===== config.mk =====
export PLATFORM = sky130hd
export DESIGN_NAME = linear_interp_resampler_top
export DESIGN_NICKNAME = d
export VERILOG_FILES = /design/src/rtl/core/lir_pkg.sv /design/src/rtl/core/linear_interp_resampler_top.sv /design/src/rtl/core/lir_front.sv /design/src/rtl/core/lir_back.sv
export SDC_FILE = /design/constraint.sdc
export NUM_CORES = 2
export LEC_CHECK = 0
export ABC_AREA = 1
export BUFFER_PORTS_ARGS = -buffer_cell sky130_fd_sc_hd__buf_2
export CORE_MARGIN = 5
export CORE_UTILIZATION = 45
export CTS_CLUSTER_DIAMETER = 50
export DETAILED_ROUTE_END_ITERATION = 10
export GPL_ROUTABILITY_DRIVEN = 0
export PLACE_DENSITY_LB_ADDON = 0.05
export RECOVER_POWER = 100
export SLEW_MARGIN = 20
export SYNTH_ARGS = -nofsm -noshare
export SYNTH_HDL_FRONTEND = slang
export SYNTH_SLANG_ARGS = --single-unit

===== constraint.sdc =====
create_clock -name clock -period 16.55 [get_ports clock]
set_clock_uncertainty 0.1 [all_clocks]
set_input_delay 1.655 -clock clock [delete_from_list [all_inputs] [get_ports clock]]
set_output_delay 1.655 -clock clock [all_outputs]
set_load 0.01 [all_outputs]

===== src/rtl/core/lir_pkg.sv =====
// Shared types and constants for the linear interpolation resampler.
`default_nettype none

package lir_pkg;

   localparam int SampleWidth = 24;
   localparam int StepWidth   = 20;
   localparam int PhaseWidth  = 21;
   localparam int FracWidth   = 16;
   localparam int CountWidth  = 5;

   localparam logic [PhaseWidth-1:0] PhaseOne   = 21'h010000;
   localparam logic [StepWidth-1:0]  StepReset  = 20'h10000;
   localparam logic [CountWidth-1:0] MaxInterp  = 5'd16;

   // One queued input transaction.
   typedef struct packed {
      logic                          block_end;
      logic signed [SampleWidth-1:0] sample_right;
      logic signed [SampleWidth-1:0] sample_left;
   } lir_item_type;

endpackage

`default_nettype wire


===== src/rtl/core/linear_interp_resampler_top.sv =====
// Top level of the stereo linear interpolation resampler.
`default_nettype none

// Stereo linear-interpolation sample rate converter. Each input transaction
// carries a left/right Q1.23 pair; the block emits every output whose read
// position (Q5.16, advancing by the Q4.16 rate_step written on the csr port)
// falls between the previous pair and this one, computed as
// prev + floor(frac * (cur - prev)) and truncated to 24 bits. The last input of a
// block (req_tlast) adds one exact copy of that pair flagged with rsp_tlast,
// and the next input reloads the position with one step. At most sixteen
// interpolated outputs are made per input. Inputs land in a short queue
// (QUEUE_DEPTH entries) while a single interpolation engine serves them one at
// a time: each interpolated output passes through the shared multiplier pair
// and then the adder that loads the output register, and the final copy of a
// block follows the last of them. Outputs stall only on rsp_tready. Write
// rate_step only while the block is idle; the write also clears the history
// pair.

module linear_interp_resampler_top
   import lir_pkg::*;
#(
   parameter int QUEUE_DEPTH = 2
) (
   input  wire logic         clock,
   input  wire logic         reset,
   // Configuration: rate_step, unsigned Q4.16.
   input  wire logic         csr_wr_en,
   input  wire logic [19:0]  csr_wr_data,
   // Input stream.
   input  wire logic         req_tvalid,
   output logic              req_tready,
   input  wire logic [47:0]  req_tdata,   // [23:0] sample_left, [47:24] sample_right
   input  wire logic         req_tlast,   // block_end
   // Result stream.
   output logic              rsp_tvalid,
   input  wire logic         rsp_tready,
   output logic [47:0]       rsp_tdata,   // [23:0] out_left, [47:24] out_right
   output logic              rsp_tlast    // out_last
);

   lir_item_type  q_item;
   logic          q_valid;
   logic          q_pop;

   // Front: accept transactions into the queue.
   lir_front #(
      .QUEUE_DEPTH (QUEUE_DEPTH)
   ) u_front (
      .clock      (clock),
      .reset      (reset),
      .req_tvalid (req_tvalid),
      .req_tready (req_tready),
      .req_tdata  (req_tdata),
      .req_tlast  (req_tlast),
      .q_valid    (q_valid),
      .q_item     (q_item),
      .q_pop      (q_pop)
   );

   // Back: advance the read position and produce the outputs.
   lir_back u_back (
      .clock       (clock),
      .reset       (reset),
      .csr_wr_en   (csr_wr_en),
      .csr_wr_data (csr_wr_data),
      .q_valid     (q_valid),
      .q_item      (q_item),
      .q_pop       (q_pop),
      .rsp_tvalid  (rsp_tvalid),
      .rsp_tready  (rsp_tready),
      .rsp_tdata   (rsp_tdata),
      .rsp_tlast   (rsp_tlast)
   );

endmodule

`default_nettype wire


===== src/rtl/core/lir_front.sv =====
// Input side: unpack stream transactions into a short queue for the engine.
`default_nettype none

module lir_front
   import lir_pkg::*;
#(
   parameter int QUEUE_DEPTH = 2
) (
   input  wire logic         clock,
   input  wire logic         reset,
   input  wire logic         req_tvalid,
   output logic              req_tready,
   input  wire logic [47:0]  req_tdata,
   input  wire logic         req_tlast,
   output logic              q_valid,
   output lir_item_type      q_item,
   input  wire logic         q_pop
);

   localparam int PtrWidth = (QUEUE_DEPTH > 1) ? $clog2(QUEUE_DEPTH) : 1;
   localparam int CntWidth = $clog2(QUEUE_DEPTH + 1);

   lir_item_type          queue_ff [QUEUE_DEPTH];
   logic [PtrWidth-1:0]   wr_ptr_ff, wr_ptr_in;
   logic [PtrWidth-1:0]   rd_ptr_ff, rd_ptr_in;
   logic [CntWidth-1:0]   count_ff, count_in;
   lir_item_type          item;
   logic                  push;
   logic                  pop;

   always_comb begin
      item.sample_left  = req_tdata[23:0];
      item.sample_right = req_tdata[47:24];
      item.block_end    = req_tlast;
   end

   assign req_tready = (count_ff != CntWidth'(QUEUE_DEPTH));
   assign q_valid    = (count_ff != '0);
   assign q_item     = queue_ff[rd_ptr_ff];
   assign push       = req_tvalid && req_tready;
   assign pop        = q_pop && q_valid;

   always_comb begin
      wr_ptr_in = wr_ptr_ff;
      rd_ptr_in = rd_ptr_ff;
      count_in  = count_ff;
      if (push) begin
         wr_ptr_in = (wr_ptr_ff == PtrWidth'(QUEUE_DEPTH - 1)) ? '0 : wr_ptr_ff + 1'b1;
      end
      if (pop) begin
         rd_ptr_in = (rd_ptr_ff == PtrWidth'(QUEUE_DEPTH - 1)) ? '0 : rd_ptr_ff + 1'b1;
      end
      case ({push, pop})
         2'b10:   count_in = count_ff + 1'b1;
         2'b01:   count_in = count_ff - 1'b1;
         default: count_in = count_ff;
      endcase
   end

   always_ff @(posedge clock) begin
      if (push) begin
         queue_ff[wr_ptr_ff] <= item;
      end
   end

   always_ff @(posedge clock) begin
      if (reset) begin
         wr_ptr_ff <= '0;
         rd_ptr_ff <= '0;
         count_ff  <= '0;
      end else begin
         wr_ptr_ff <= wr_ptr_in;
         rd_ptr_ff <= rd_ptr_in;
         count_ff  <= count_in;
      end
   end

endmodule

`default_nettype wire


===== src/rtl/core/lir_back.sv =====
// Interpolation engine: walks the read position and drives the output register.
`default_nettype none

module lir_back
   import lir_pkg::*;
(
   input  wire logic                   clock,
   input  wire logic                   reset,
   input  wire logic                   csr_wr_en,
   input  wire logic [StepWidth-1:0]   csr_wr_data,
   input  wire logic                   q_valid,
   input  wire lir_item_type           q_item,
   output logic                        q_pop,
   output logic                        rsp_tvalid,
   input  wire logic                   rsp_tready,
   output logic [47:0]                 rsp_tdata,
   output logic                        rsp_tlast
);

   typedef enum logic [1:0] {
      ST_IDLE,
      ST_CHECK,
      ST_EMIT,
      ST_LAST
   } state_type;

   state_type                      state_ff, state_in;
   logic [StepWidth-1:0]           step_ff, step_in;
   logic [PhaseWidth-1:0]          phase_ff, phase_in;
   logic [CountWidth-1:0]          n_ff, n_in;
   logic                           start_ff, start_in;
   logic signed [SampleWidth-1:0]  hist_l_ff, hist_l_in;
   logic signed [SampleWidth-1:0]  hist_r_ff, hist_r_in;
   lir_item_type                   cur_ff, cur_in;
   logic signed [41:0]             prod_l_ff, prod_l_in;
   logic signed [41:0]             prod_r_ff, prod_r_in;
   logic                           out_valid_ff, out_valid_in;
   logic [47:0]                    out_data_ff, out_data_in;
   logic                           out_last_ff, out_last_in;

   logic                           out_free;
   logic signed [24:0]             diff_l, diff_r;
   logic signed [16:0]             frac;
   logic signed [25:0]             sum_l, sum_r;

   assign out_free   = !out_valid_ff || rsp_tready;
   assign rsp_tvalid = out_valid_ff;
   assign rsp_tdata  = out_data_ff;
   assign rsp_tlast  = out_last_ff;

   assign diff_l = {cur_ff.sample_left[23], cur_ff.sample_left} - {hist_l_ff[23], hist_l_ff};
   assign diff_r = {cur_ff.sample_right[23], cur_ff.sample_right} - {hist_r_ff[23], hist_r_ff};
   assign frac   = $signed({1'b0, phase_ff[FracWidth-1:0]});
   // Arithmetic shift floors the scaled difference.
   assign sum_l  = {{2{hist_l_ff[23]}}, hist_l_ff} + prod_l_ff[41:16];
   assign sum_r  = {{2{hist_r_ff[23]}}, hist_r_ff} + prod_r_ff[41:16];

   always_comb begin
      state_in     = state_ff;
      step_in      = step_ff;
      phase_in     = phase_ff;
      n_in         = n_ff;
      start_in     = start_ff;
      hist_l_in    = hist_l_ff;
      hist_r_in    = hist_r_ff;
      cur_in       = cur_ff;
      prod_l_in    = prod_l_ff;
      prod_r_in    = prod_r_ff;
      out_valid_in = out_valid_ff;
      out_data_in  = out_data_ff;
      out_last_in  = out_last_ff;
      q_pop        = 1'b0;

      if (out_valid_ff && rsp_tready) begin
         out_valid_in = 1'b0;
      end

      if (csr_wr_en) begin
         step_in   = csr_wr_data;
         hist_l_in = '0;
         hist_r_in = '0;
         start_in  = 1'b1;
      end

      unique case (state_ff)
         ST_IDLE: begin
            if (q_valid) begin
               q_pop  = 1'b1;
               cur_in = q_item;
               n_in   = '0;
               if (start_ff) begin
                  phase_in = {1'b0, step_ff};
                  start_in = 1'b0;
               end
               state_in = ST_CHECK;
            end
         end
         ST_CHECK: begin
            if (n_ff < MaxInterp && phase_ff < PhaseOne) begin
               prod_l_in = diff_l * frac;
               prod_r_in = diff_r * frac;
               state_in  = ST_EMIT;
            end else begin
               phase_in  = (phase_ff >= PhaseOne) ? phase_ff - PhaseOne : '0;
               hist_l_in = cur_ff.sample_left;
               hist_r_in = cur_ff.sample_right;
               state_in  = cur_ff.block_end ? ST_LAST : ST_IDLE;
            end
         end
         ST_EMIT: begin
            if (out_free) begin
               out_valid_in = 1'b1;
               out_data_in  = {sum_r[23:0], sum_l[23:0]};
               out_last_in  = 1'b0;
               n_in         = n_ff + 1'b1;
               phase_in     = phase_ff + {1'b0, step_ff};
               state_in     = ST_CHECK;
            end
         end
         ST_LAST: begin
            if (out_free) begin
               out_valid_in = 1'b1;
               out_data_in  = {cur_ff.sample_right, cur_ff.sample_left};
               out_last_in  = 1'b1;
               start_in     = 1'b1;
               state_in     = ST_IDLE;
            end
         end
         default: state_in = ST_IDLE;
      endcase
   end

   always_ff @(posedge clock) begin
      if (reset) begin
         state_ff     <= ST_IDLE;
         step_ff      <= StepReset;
         phase_ff     <= '0;
         n_ff         <= '0;
         start_ff     <= 1'b1;
         hist_l_ff    <= '0;
         hist_r_ff    <= '0;
         out_valid_ff <= 1'b0;
      end else begin
         state_ff     <= state_in;
         step_ff      <= step_in;
         phase_ff     <= phase_in;
         n_ff         <= n_in;
         start_ff     <= start_in;
         hist_l_ff    <= hist_l_in;
         hist_r_ff    <= hist_r_in;
         out_valid_ff <= out_valid_in;
      end
      cur_ff      <= cur_in;
      prod_l_ff   <= prod_l_in;
      prod_r_ff   <= prod_r_in;
      out_data_ff <= out_data_in;
      out_last_ff <= out_last_in;
   end

   // Never more interpolated outputs per input than the cap.
   a_count_cap: assert property (@(posedge clock) disable iff (reset)
      n_ff <= MaxInterp)
      else $error("interpolation count above cap");

   // Products are formed only for positions inside the interval.
   a_emit_phase: assert property (@(posedge clock) disable iff (reset)
      state_ff == ST_EMIT |-> phase_ff < PhaseOne)
      else $error("emit with position at or beyond one");

   // Queue is drained only between inputs.
   a_pop_idle: assert property (@(posedge clock) disable iff (reset)
      q_pop |-> state_ff == ST_IDLE && q_valid)
      else $error("queue popped outside idle");

   // Final copy of a block rearms the position load.
   a_last_rearm: assert property (@(posedge clock) disable iff (reset)
      (state_ff == ST_LAST && out_free) |=> start_ff && rsp_tlast && rsp_tvalid)
      else $error("block end did not rearm start");

endmodule

`default_nettype wire


==> results.cfg <==
[clocking]
cts.sinks = 346
cts_root_buf = clkbuf_16
clk_pin_slew_ns = 0.06
cts_setup_buffers = 0
htreeDepth = 2
hold_buffers = 0
post_cts_resized = 0
cts_buffers = 48
cts_buffer_depth = 3
clock_latency_ns = 0.63
cts_tree = yes

[final_layout]
nets = 7277
final_cell_mix = 1,282 x inv_1, 1,144 x nand2_1, 758 x nor2_1
layout_commonest_cell = inv_1
utilization_pct = 48.6
design_area_mm2 = 0.0521
stdcell_count = 7582
final_layout_size_suffix_gt1_share_pct = 4.61
area_delta_synth_final_pct = 7.19

[critical_path]
crit_fanout = 14
crit_chain = ha_1, a21oi_1, nand2_1, a21oi_1, nand4_1, nand2_1, nor2_1, fa_1, fa_1, fa_1, fa_1, fa_1, inv_1, fa_1, inv_1, ha_1, nand2_1, nor2_1, inv_1, nor4_1, nand3_1, nand3_1, xor2_1
r2r_start = u_back.cur_ff[19]
path_delay_family = adder cells
rr_endpoint = u_back.prod_l_ff[38]
start_kind = flop
r2r_cells = 23
path_class = flop to flop
slowest_delay_ns = 1.01
path_buf_inv = 3
end_kind = flop
cp_common_cell = fa_1
worstPathRequired_ns = 16.82
ff2ff_setup_slack_ns = 7.71
crit_slowest_cell = fa_1
cp_data_arrival_time_ns = 9.12

[global_route]
grt_max_degree = 87
grt_pass1_vias = 41300
antenna_found_initial = 3
grt-ovfl-total = 0
grt_usage_pct = 28.2
grt_pass1_wl_mm = 250

[floorplan]
row_count = 120
dieWidth_um = 339
start_util_pct = 45.4
die-area_mm2 = 0.115
fp.dieH_um = 339
io_pins = 125
design.core.area_mm2 = 0.107

[routing]
wirelength_mm = 163
vias = 40200
first_pass_iters = 5
detail-route-antenna-nets = 0
wl_per_cell_um = 21.4
drc = 0
via_per_inst = 5.30
drt_iter0_drc = 3228

[place]
placed_area_mm2 = 0.0507
io_buffers = 124
place_inst = 7492
place_hpwl_mm = 129

[hold_path]
min_from = u_front.count_ff[1]
holdPathStages = 1
whs_endpoint = u_front.count_ff[1]
hp-class = flop to flop

[timing]
finalSetupTns_ns = 0
slew_headroom_pct = -149
tightest_slew_ns = 3.73
finalSetupViolCount = 0
rsz0062_at_grt = no
final_max_slew_viol_count = 555
min_period_ns = 8.84
finalCritPeriodShare_pct = 53.4
fmax_mhz = 113
hold_viol_final = 0

[synth]
synth_compound_area_share_pct = 6.98
synth_simple_gate_area_share_pct = 21.6
synthXorXnorAreaFrac_pct = 1.54
syn_inst = 6095
synth_cell_type_count = 62
yosys-top-cells-area = fa_1 31%, edfxtp_1 15%, inv_1 9.9%
synth_top_flop_cell = edfxtp_1
synth-seq-cells = 346
synth_area_leader_cell = fa_1
synth_edf_count = 244
synth_fa_ha_area_share_pct = 38.9
synth_warnings = 0
synthMuxAreaShare_pct = 0
synth_top_cell_area_share_pct = 30.8
async_flop_share_pct = 0
synth_top_family_by_area = adder cells
syn_area_mm2 = 0.0486
syn_avg_cell_area_um2 = 7.98
synth_fp_nets = 7233
yosysSeqAreaShare_pct = 19.3

[job]
cap_violations = 10

[run_status]
violations = capacitance limit, slew limit
outcome = finished, violations left
[stage by stage]
stage | setup slack (ns) | hold slack [ns]
6_report | 7.71 | 0.384
3_5_place_dp | 8.22 | 0.370
5_1_grt | 7.21 | 0.407
4_1_cts | 8.20 | 0.383
2_1_floorplan | 9.54 | 0.343
3_3_place_gp | 8.18 | 0.367
[cell usage after synthesis, types with 28 or more instances]
cell / count
or2_2: 49
o21ai_0: 219
xor2_1: 46
dfxtp_1: 102
fa_1: 748
nor2_1: 761
ha_1: 316
nand4_1: 44
clkbuf_1: 137
a21oi_1: 277
edfxtp_1: 244
nand2_1: 1142
xnor2_1: 36
nand3_1: 373
a21o_1: 28
inv_1: 1284
[state kept, by name, indices dropped and copies added (netlist names), 20 cells and up]
name and count:
u_back.prod_r_ff 24, u_back.phase_ff 21, u_front.queue_ff 98, u_back.hist_l_ff 24, u_back.prod_l_ff 24, u_back.cur_ff 49, u_back.hist_r_ff 24, u_back.step_ff 20
u_back.rsp_tdata 48
[layout make-up]
cell class | instances | area, µm²
diodes | 1 | 2.50
flip-flops and latches | 346 | 9380
well taps | 1403 | 1760
inverters | 1303 | 4890
fillers | 10900 | 55100
clock inverters | 31 | 349
clock buffers | 58 | 1290
multi-input cells | 4263 | 33600
repair buffers | 177 | 863
[worst max-delay path by stage]
stage,startpoint,end,slack [ns],cells after the start
after floorplan,u_back.cur_ff[0],u_back.prod_l_ff[39],9.54,34
after global placement,u_back.cur_ff[19],u_back.prod_l_ff[38],8.18,23
after detailed placement,u_back.cur_ff[19],u_back.prod_l_ff[38],8.22,23
after CTS,u_back.cur_ff[19],u_back.prod_l_ff[38],8.20,23
after global routing,u_back.cur_ff[19],u_back.prod_l_ff[38],7.21,24
final,u_back.cur_ff[19],u_back.prod_l_ff[38],7.71,23
[kinds of logic after synthesis]
group | Yosys count
AND/OR/NAND/NOR | 2496
XOR/XNOR | 84
buffers and inverters | 1486
AO/OA/AOI/OAI | 619
flip-flops | 346
adder cells (fa/ha/maj) | 1064
[routing by layer]
layer  vias up  global-route usage, %  wire length, µm
li1      18800                      -                -
met1     19700                   37.5            68400
met2      1327                   47.0            76500
met3       254                   5.00            11100
met4         4                   9.20             6410
met5         -                      0               31
Power is left out: the tool's default activity adds up to more than one toggle a clock period on the data nets, which glitch-free logic cannot reach.
